[src/hbe_pkg.sv]
package hbe_pkg;

  // Buffer geometry and pointer width
  localparam int BUF_BYTES = 256;
  localparam int BUF_AW    = (BUF_BYTES > 1) ? $clog2(BUF_BYTES) : 1;
  localparam int PTR_W     = 12;
  localparam int BIT_LIMIT = BUF_BYTES * 8;

  // Input commands
  typedef enum logic [1:0] {
    CMD_LOAD    = 2'd0,
    CMD_READ    = 2'd1,
    CMD_CODE    = 2'd2,
    CMD_RESTART = 2'd3
  } cmd_t;

  // Configuration register indexes
  localparam logic [1:0] CFG_MODE         = 2'd0;
  localparam logic [1:0] CFG_PAYLOAD_BITS = 2'd1;

  // Mode value that embeds bits into text
  localparam logic MODE_EMBED = 1'b0;

  // Alphabet: Latin letters and their Cyrillic look-alikes, slot by slot
  localparam logic [7:0] LATIN_FORM [16] = '{
    8'h41, 8'h61, 8'h42, 8'h43, 8'h63, 8'h45, 8'h65, 8'h4b,
    8'h4d, 8'h4f, 8'h6f, 8'h50, 8'h70, 8'h54, 8'h58, 8'h78
  };
  localparam logic [7:0] CYRILLIC_FORM [16] = '{
    8'h80, 8'ha0, 8'h82, 8'h91, 8'he1, 8'h85, 8'ha5, 8'h8a,
    8'h8c, 8'h8e, 8'hae, 8'h90, 8'he0, 8'h92, 8'h95, 8'he5
  };

  typedef struct packed {
    logic       hit;   // byte is one of the 32 letters
    logic       kind;  // 0 Latin, 1 Cyrillic
    logic [3:0] slot;
  } glyph_t;

  // Write port of the payload buffer
  typedef struct packed {
    logic              en;
    logic [BUF_AW-1:0] addr;
    logic [7:0]        data;
  } wr_t;

  // Item held while its buffer read is in flight
  typedef struct packed {
    cmd_t              cmd;
    logic [7:0]        data;
    logic              addr_ok;
    logic [BUF_AW-1:0] addr;
    logic [2:0]        shift;
    logic              kind;
    logic [3:0]        slot;
    logic              carried;
    logic [PTR_W-1:0]  bits_done;
    logic              byte_vld;
    logic              fwd_hit;
    logic [7:0]        fwd_data;
  } s1_t;

  // Result beat
  typedef struct packed {
    logic [7:0]       result_byte;
    logic             carried;
    logic [PTR_W-1:0] bits_done;
  } res_t;

  // Match a byte against the alphabet; the two sets are disjoint
  function automatic glyph_t classify(input logic [7:0] c);
    glyph_t g;
    g = '0;
    for (int i = 0; i < 16; i++) begin
      if (LATIN_FORM[i] == c) begin
        g = '{hit: 1'b1, kind: 1'b0, slot: 4'(i)};
      end
      if (CYRILLIC_FORM[i] == c) begin
        g = '{hit: 1'b1, kind: 1'b1, slot: 4'(i)};
      end
    end
    return g;
  endfunction

endpackage

[src/hbe_ram.sv]
module hbe_ram #(
  parameter int WIDTH = 8,
  parameter int DEPTH = 256,
  localparam int AW = (DEPTH > 1) ? $clog2(DEPTH) : 1
) (
  input  logic             clk,
  input  logic             we,
  input  logic [AW-1:0]    waddr,
  input  logic [WIDTH-1:0] wdata,
  input  logic             re,
  input  logic [AW-1:0]    raddr,
  output logic [WIDTH-1:0] rdata
);

  logic [WIDTH-1:0] mem [DEPTH];

  // Write and registered read; a read of the address written in the same cycle returns the old data
  always_ff @(posedge clk) begin
    if (we) begin
      mem[waddr] <= wdata;
    end
    if (re) begin
      rdata <= mem[raddr];
    end
  end

endmodule

[src/hbe_issue.sv]
module hbe_issue (
  input  logic                        clk,
  input  logic                        rst_n,
  input  logic                        acc,
  input  hbe_pkg::cmd_t               in_cmd,
  input  logic [7:0]                  in_addr,
  input  logic [7:0]                  in_data,
  input  logic [hbe_pkg::PTR_W-1:0]   pbits,
  input  hbe_pkg::wr_t                wr,
  output logic                        rd_en,
  output logic [hbe_pkg::BUF_AW-1:0]  rd_addr,
  output hbe_pkg::s1_t                s1,
  output logic                        s1_vld
);
  import hbe_pkg::*;

  logic [PTR_W-1:0]     ptr_r, ptr_nxt;
  logic [BUF_BYTES-1:0] byte_vld_r;
  s1_t                  s1_r, s1_nxt;
  logic                 s1_vld_r;
  glyph_t               g;
  logic                 limit_ok;
  logic                 carry;
  logic                 addr_ok;
  logic                 fwd_hit;

  // Classify the text byte and check the bit limits
  always_comb begin
    g        = classify(in_data);
    limit_ok = (32'(ptr_r) < 32'(pbits)) && (32'(ptr_r) < BIT_LIMIT);
    carry    = (in_cmd == CMD_CODE) && g.hit && limit_ok;
    addr_ok  = 32'(in_addr) < BUF_BYTES;
  end

  // Advance the bit pointer
  always_comb begin
    ptr_nxt = ptr_r;
    if (acc) begin
      if (in_cmd == CMD_RESTART) begin
        ptr_nxt = '0;
      end else if (carry) begin
        ptr_nxt = ptr_r + PTR_W'(1);
      end
    end
  end

  // Issue the buffer read; forward a write to the same byte this cycle
  always_comb begin
    rd_en   = acc;
    rd_addr = (in_cmd == CMD_CODE) ? BUF_AW'(ptr_r >> 3) : BUF_AW'(in_addr);
    fwd_hit = wr.en && (wr.addr == rd_addr);

    s1_nxt.cmd       = in_cmd;
    s1_nxt.data      = in_data;
    s1_nxt.addr_ok   = addr_ok;
    s1_nxt.addr      = rd_addr;
    s1_nxt.shift     = ptr_r[2:0];
    s1_nxt.kind      = g.kind;
    s1_nxt.slot      = g.slot;
    s1_nxt.carried   = carry;
    s1_nxt.bits_done = ptr_nxt;
    s1_nxt.byte_vld  = byte_vld_r[rd_addr];
    s1_nxt.fwd_hit   = fwd_hit;
    s1_nxt.fwd_data  = wr.data;
  end

  // Control state
  always_ff @(posedge clk) begin
    if (!rst_n) begin
      ptr_r      <= '0;
      byte_vld_r <= '0;
      s1_vld_r   <= 1'b0;
    end else begin
      ptr_r    <= ptr_nxt;
      s1_vld_r <= acc;
      if (wr.en) begin
        byte_vld_r[wr.addr] <= 1'b1;
      end
    end
  end

  // Hold the item beside its read
  always_ff @(posedge clk) begin
    if (acc) begin
      s1_r <= s1_nxt;
    end
  end

  assign s1     = s1_r;
  assign s1_vld = s1_vld_r;

endmodule

[src/hbe_out_queue.sv]
module hbe_out_queue (
  input  logic          clk,
  input  logic          rst_n,
  input  logic          push,
  input  hbe_pkg::res_t push_item,
  input  logic          out_stall,
  output logic          out_valid,
  output hbe_pkg::res_t head,
  output logic          pop,
  output logic [1:0]    cnt
);
  import hbe_pkg::*;

  res_t       ent_r [2];
  logic       wp_r, rp_r;
  logic [1:0] cnt_r, cnt_nxt;

  // Pop when the head beat is taken
  always_comb begin
    out_valid = cnt_r != 2'd0;
    pop       = out_valid && !out_stall;
    head      = ent_r[rp_r];
    cnt_nxt   = cnt_r + 2'(push) - 2'(pop);
  end

  always_ff @(posedge clk) begin
    if (!rst_n) begin
      wp_r  <= 1'b0;
      rp_r  <= 1'b0;
      cnt_r <= 2'd0;
    end else begin
      cnt_r <= cnt_nxt;
      if (push) begin
        wp_r <= !wp_r;
      end
      if (pop) begin
        rp_r <= !rp_r;
      end
    end
  end

  always_ff @(posedge clk) begin
    if (push) begin
      ent_r[wp_r] <= push_item;
    end
  end

  assign cnt = cnt_r;

endmodule

[src/homoglyph_bit_embed_codec.sv]
// Channel  | Handshake                  | Payload
// config   | cfg_we                     | cfg_index, cfg_data
// input    | in_valid / in_stall        | in_command, in_address, in_data_byte
// result   | out_valid / out_stall      | out_result_byte, out_carried, out_bits_done
//
// One item per cycle while in_stall is low; each result is registered beside its buffer read, then in the result queue.
// The payload buffer read issued at acceptance returns in the next cycle, where the
// bit is picked or written back; a write to the byte read in that same cycle is forwarded.
// Reset clears the bit pointer, registers and per-byte valid flags; no clearing pass.
// A two-beat result queue absorbs out_stall; in_stall rises only when it would overflow.
module homoglyph_bit_embed_codec (
  input  logic                       clk,
  input  logic                       rst_n,
  input  logic                       cfg_we,
  input  logic [1:0]                 cfg_index,
  input  logic [11:0]                cfg_data,
  input  logic                       in_valid,
  output logic                       in_stall,
  input  logic [1:0]                 in_command,
  input  logic [7:0]                 in_address,
  input  logic [7:0]                 in_data_byte,
  output logic                       out_valid,
  input  logic                       out_stall,
  output logic [7:0]                 out_result_byte,
  output logic                       out_carried,
  output logic [hbe_pkg::PTR_W-1:0]  out_bits_done
);
  import hbe_pkg::*;

  logic             mode_r;
  logic [PTR_W-1:0] pbits_r;
  logic             acc;
  logic             rd_en;
  logic [BUF_AW-1:0] rd_addr;
  logic [7:0]       rd_data;
  s1_t              s1;
  logic             s1_vld;
  wr_t              wr;
  res_t             res;
  res_t             head;
  logic             pop;
  logic [1:0]       cnt;
  logic [7:0]       byte_cur;
  logic [7:0]       mask;
  logic [2:0]       fill;

  // Configuration registers
  always_ff @(posedge clk) begin
    if (!rst_n) begin
      mode_r  <= MODE_EMBED;
      pbits_r <= '0;
    end else if (cfg_we) begin
      if (cfg_index == CFG_MODE) begin
        mode_r <= cfg_data[0];
      end else if (cfg_index == CFG_PAYLOAD_BITS) begin
        pbits_r <= cfg_data;
      end
    end
  end

  // Stall input when the queue would be full once the in-flight item is queued
  always_comb begin
    fill     = 3'(cnt) + 3'(s1_vld) - 3'(pop);
    in_stall = fill >= 3'd2;
    acc      = in_valid && !in_stall;
  end

  hbe_issue u_issue (
    .clk     (clk),
    .rst_n   (rst_n),
    .acc     (acc),
    .in_cmd  (cmd_t'(in_command)),
    .in_addr (in_address),
    .in_data (in_data_byte),
    .pbits   (pbits_r),
    .wr      (wr),
    .rd_en   (rd_en),
    .rd_addr (rd_addr),
    .s1      (s1),
    .s1_vld  (s1_vld)
  );

  hbe_ram #(
    .WIDTH (8),
    .DEPTH (BUF_BYTES)
  ) u_ram (
    .clk   (clk),
    .we    (wr.en),
    .waddr (wr.addr),
    .wdata (wr.data),
    .re    (rd_en),
    .raddr (rd_addr),
    .rdata (rd_data)
  );

  // Pick the current byte: forwarded write, stored data, or never-written zero
  always_comb begin
    if (s1.fwd_hit) begin
      byte_cur = s1.fwd_data;
    end else if (s1.byte_vld) begin
      byte_cur = rd_data;
    end else begin
      byte_cur = 8'h00;
    end
    mask = 8'h01 << s1.shift;
  end

  // Form the result and the write-back
  always_comb begin
    res.result_byte = 8'h00;
    res.carried     = s1.carried;
    res.bits_done   = s1.bits_done;
    wr.en           = 1'b0;
    wr.addr         = s1.addr;
    wr.data         = s1.data;
    case (s1.cmd)
      CMD_LOAD: begin
        wr.en = s1_vld && s1.addr_ok;
      end
      CMD_READ: begin
        res.result_byte = s1.addr_ok ? byte_cur : 8'h00;
      end
      CMD_CODE: begin
        res.result_byte = s1.data;
        if (s1.carried) begin
          if (mode_r == MODE_EMBED) begin
            res.result_byte = ((byte_cur & mask) != 8'h00) ?
                              CYRILLIC_FORM[s1.slot] : LATIN_FORM[s1.slot];
          end else begin
            wr.en   = s1_vld;
            wr.data = s1.kind ? (byte_cur | mask) : (byte_cur & ~mask);
          end
        end
      end
      CMD_RESTART: begin
        res.result_byte = 8'h00;
      end
      default: begin
        res.result_byte = 8'h00;
      end
    endcase
  end

  hbe_out_queue u_queue (
    .clk       (clk),
    .rst_n     (rst_n),
    .push      (s1_vld),
    .push_item (res),
    .out_stall (out_stall),
    .out_valid (out_valid),
    .head      (head),
    .pop       (pop),
    .cnt       (cnt)
  );

  assign out_result_byte = head.result_byte;
  assign out_carried     = head.carried;
  assign out_bits_done   = head.bits_done;

endmodule

[config.mk]
export PLATFORM = sky130hd
export DESIGN_NAME = homoglyph_bit_embed_codec
export DESIGN_NICKNAME = d
export VERILOG_FILES = /design/src/hbe_pkg.sv /design/src/hbe_ram.sv /design/src/hbe_issue.sv /design/src/hbe_out_queue.sv /design/src/homoglyph_bit_embed_codec.sv
export SDC_FILE = /design/constraint.sdc
export NUM_CORES = 2
export LEC_CHECK = 0
export BUFFER_PORTS_ARGS = -buffer_cell sky130_fd_sc_hd__buf_2
export CAP_MARGIN = 20
export CORE_MARGIN = 3
export CORE_UTILIZATION = 45
export CTS_BUF_LIST = sky130_fd_sc_hd__clkbuf_2
export DETAILED_ROUTE_END_ITERATION = 7
export SETUP_SLACK_MARGIN = 0.2
export SLEW_MARGIN = 20
export SYNTH_ARGS = -nofsm -noshare
export SYNTH_HDL_FRONTEND = slang
export SYNTH_SLANG_ARGS = --single-unit
export TNS_END_PERCENT = 1
[constraint.sdc]
create_clock -name clk -period 12.53 [get_ports clk]
set_clock_uncertainty 0.1 [all_clocks]
set_input_delay 2.506 -clock clk [delete_from_list [all_inputs] [get_ports clk]]
set_output_delay 2.506 -clock clk [all_outputs]
set_load 0.02 [all_outputs]
==> flow_summary.yaml <==
status:
  status: "finished, final reports clean"
clocking:
  clkTransAtPathRegs_ns: 0.10
  clock_path_buffers: 4
  tritoncts: "yes"
  cts.repair_timing.setup_buffer_count: 0
  cts_hold_buf: 0
  clkSinkCount: 2434
  clkLatencyLatePin_ns: 1.91
  root_buffer: "clkbuf_2"
  post_cts_resized: 0
  cts-htree-levels: 6
  numCtsBuffers: 627
placed_design:
  port_buffers: 59
  preCtsSetupSlack_ns: 4.15
  placed_area_um2: 98900
  hpwlAfterDp_um: 156000
  placed_cells: 8956
  place.gp.congestion: 0.861
sta:
  setup_viol: 0
  period_needed_ns: 6.73
  finalCritPeriodShare_pct: 53.7
  hold_violations: 0
  setup_tns_ns: 0
  setup_ws_ns: 5.80
  rsz0062_at_grt: "no"
  timing.fmax_mhz: 149
  slew_violations: 0
  slew_headroom_pct: 14.2
  max_slew.worst_pin.slew_ns: 1.28
  whs_ns: 0.344
synth:
  yosysSeqAreaShare_pct: 73.6
  synth_top_flop_cell: "edfxtp_1"
  yosysUniqueCellTypes: 70
  synthTopCellsByArea: "edfxtp_1 68%, dfxtp_1 6.0%, mux4_2 5.9%"
  synth.yosys.warnings: 0
  ys_ff_latch: 2434
  postSynthCellCount: 6375
  yosysTopAreaCell: "edfxtp_1"
  post_synth.cell_area_avg_um2: 15.0
  synth_top_area_share_pct: 67.6
  ys_async_sr_fraction_pct: 0
  synth_edf_count: 2147
  syn_nets: 6436
  netlist_area_um2: 95400
critical_path:
  worstReg2RegEnd: "u_ram.rdata[7]"
  crit-reg2reg-launch: "u_issue.ptr_r[3]"
  required_ns: 9.92
  cp.arrival_ns: 4.13
  cp_slowest_cell: "fa_1"
  critPathLaunchType: "input port"
  ff2ff_path_depth: 10
  crit_path_end_kind: "output pin"
  crit_chain: "buf_2, nor2b_1, ha_1, inv_1, ha_1, inv_1, fa_1, xnor2_1, nand2_1, buf_2"
  critPathMaxFanout: 2
  cp_slowest_stage_delay_ns: 0.40
  rrSetupSlack_ns: 7.10
  critPathKind: "in2out"
finish:
  final_area_um2: 105000
  instances_no_fill: 10068
  drive_above_1_share_pct: 21.2
  fill_cells: 18131
  syn_to_final_growth_pct: 9.57
  nets: 6842
  post-route-util_pct: 49.7
drt:
  wl_per_cell_um: 26.8
  route.vias.total: 58964
  finalWirelength_um: 270000
  dr.pass1.iters: 7
  via_per_inst: 5.86
  drc_errors: 0
  drt_iter0_drc: 7000
  postRouteAntennaNets: 0
grt:
  groute.usage.overall_pct: 24.5
  grt_pass1_wl_um: 393000
  antenna_found_initial: 11
  grt_pass1_vias: 57734
  overflow: 0
  grt_max_degree: 187
floorplanning:
  core_um2: 210000
  rows: 168
  die-area_um2: 218000
  die_w_um: 466
  boundaryPins: 60
  die_height_um: 466
  start_util_pct: 45.4
power_and_ir_drop:
  power.total_mw: 17.6
  power_density_nw_per_um2: 169
  ir_drop_mv: 0.172
  leakage_nw: 34.8
min_path:
  hp-start: "u_issue.s1[11]"
  holdPathStages: 0
  min_to: "u_queue.ent_r[1][1]"
  hold_class: "reg2reg"
flow_run:
  maxCapViolCount: 0
==> routing by layer <==
layer,GRT usage [%],vias to the layer above,wire [um]
met5,0,-,32
met4,9.71,4,10300
met3,5.53,514,26100
met2,37.1,3068,123000
met1,34.4,29808,110000
li1,-,25570,-
==> cells in the mapped netlist, drive strengths merged, types with 4 or more instances <==
cell type	count
o2111ai	4
a221o	4
and3	11
mux4	250
a2111oi	16
ha	23
clkbuf	236
o21ai	68
nand3b	4
nand4	90
a21o	5
xnor2	17
nor2b	35
nor3b	8
inv	34
xor2	6
edfxtp	2147
nor4	48
nand2	1125
or3	4
dfxtp	287
o21a	260
nor3	40
mux2	23
nand3	366
and2	9
nand2b	11
a22oi	115
a22o	8
nor2	345
o22ai	25
buf	158
a211oi	5
a21oi	201
a31oi	98
a32oi	58
mux2i	172
o211ai	23
==> registers in the layout (all words and copies together) (netlist names), named ones only <==
signal / count
mode_r: 1
pbits_r: 12
u_issue.byte_vld_r: 256
u_issue.ptr_r: 12
u_issue.s1: 49
u_issue.s1_vld: 1
u_queue.cnt: 2
u_queue.ent_r: 42
u_queue.rp_r: 1
u_queue.wp_r: 1
u_ram.mem: 2048
u_ram.rdata: 8
==> worst max path at each step <==
stage | start | endpoint | slack [ns] | cells after the start
2_1_floorplan | u_issue.s1[48] | u_issue.s1[4] | -0.96 | 6
3_3_place_gp | in_command[1] | u_issue.s1[9] | 3.78 | 12
3_5_place_dp | in_command[1] | u_issue.s1[9] | 4.15 | 12
4_1_cts | u_queue.cnt[1] | in_stall | 5.66 | 10
5_1_grt | u_queue.cnt[1] | in_stall | 5.54 | 10
6_report | out_stall | in_stall | 5.80 | 10
==> critical path, delay by kind of cell <==
family,cells,cell delay (ns)
simple gates,2,0.26
xor+xnor,1,0.20
buf+inv,4,0.37
fa+ha+maj,3,0.79
==> cells in the final DEF (no fill, tap or decap), types with 88 or more instances in the layout <==
master       n
mux2i_1    168
nand4_1     90
clkinv_1    88
nand3_1    360
a22oi_1    115
o21a_1     260
mux4_2     250
nand2_1   1119
nor2_1     314
a31oi_1     93
buf_4      101
dfxtp_1    287
clkbuf_2   975
edfxtp_1  2147
a21oi_1    200
==> kinds of logic (layout without fill, tap and decap cells) <==
group           Yosys count  count (layout)  share of synthesized area (%)
compound gates          910             910                           6.44
xor+xnor                 23              23                          0.211
fa+ha+maj                24              24                          0.323
buf+inv                 428            1303                           1.90
flops                  2434            2434                           73.6
mux                     445             445                           7.99
other cells               0              13                              0
simple gates           2111            2111                           9.54
==> layout make-up <==
cell class / count / area [um2] / share of cell area (%)
multi-input combinational: 3513 / 23800 / 22.8
inverter: 34 / 144 / 0.138
antenna: 13 / 32.5 / 0.0311
tap: 2805 / 3510 / 3.36
timing repair buffer: 171 / 1270 / 1.22
sequential: 2434 / 70200 / 67.2
clock buffer: 975 / 4880 / 4.67
clock inverter: 123 / 669 / 0.640
==> report_power, final <==
part           switching (mW)  internal (mW)  leakage [nW]  total [mW]
clock                    3.18           2.16          4.37        5.35
sequential              0.130           9.75          21.6        9.88
combinational            1.93          0.477          8.78        2.41
total                    5.25           12.4          34.8        17.6
No activity file was read; power rests on OpenSTA's default activity.
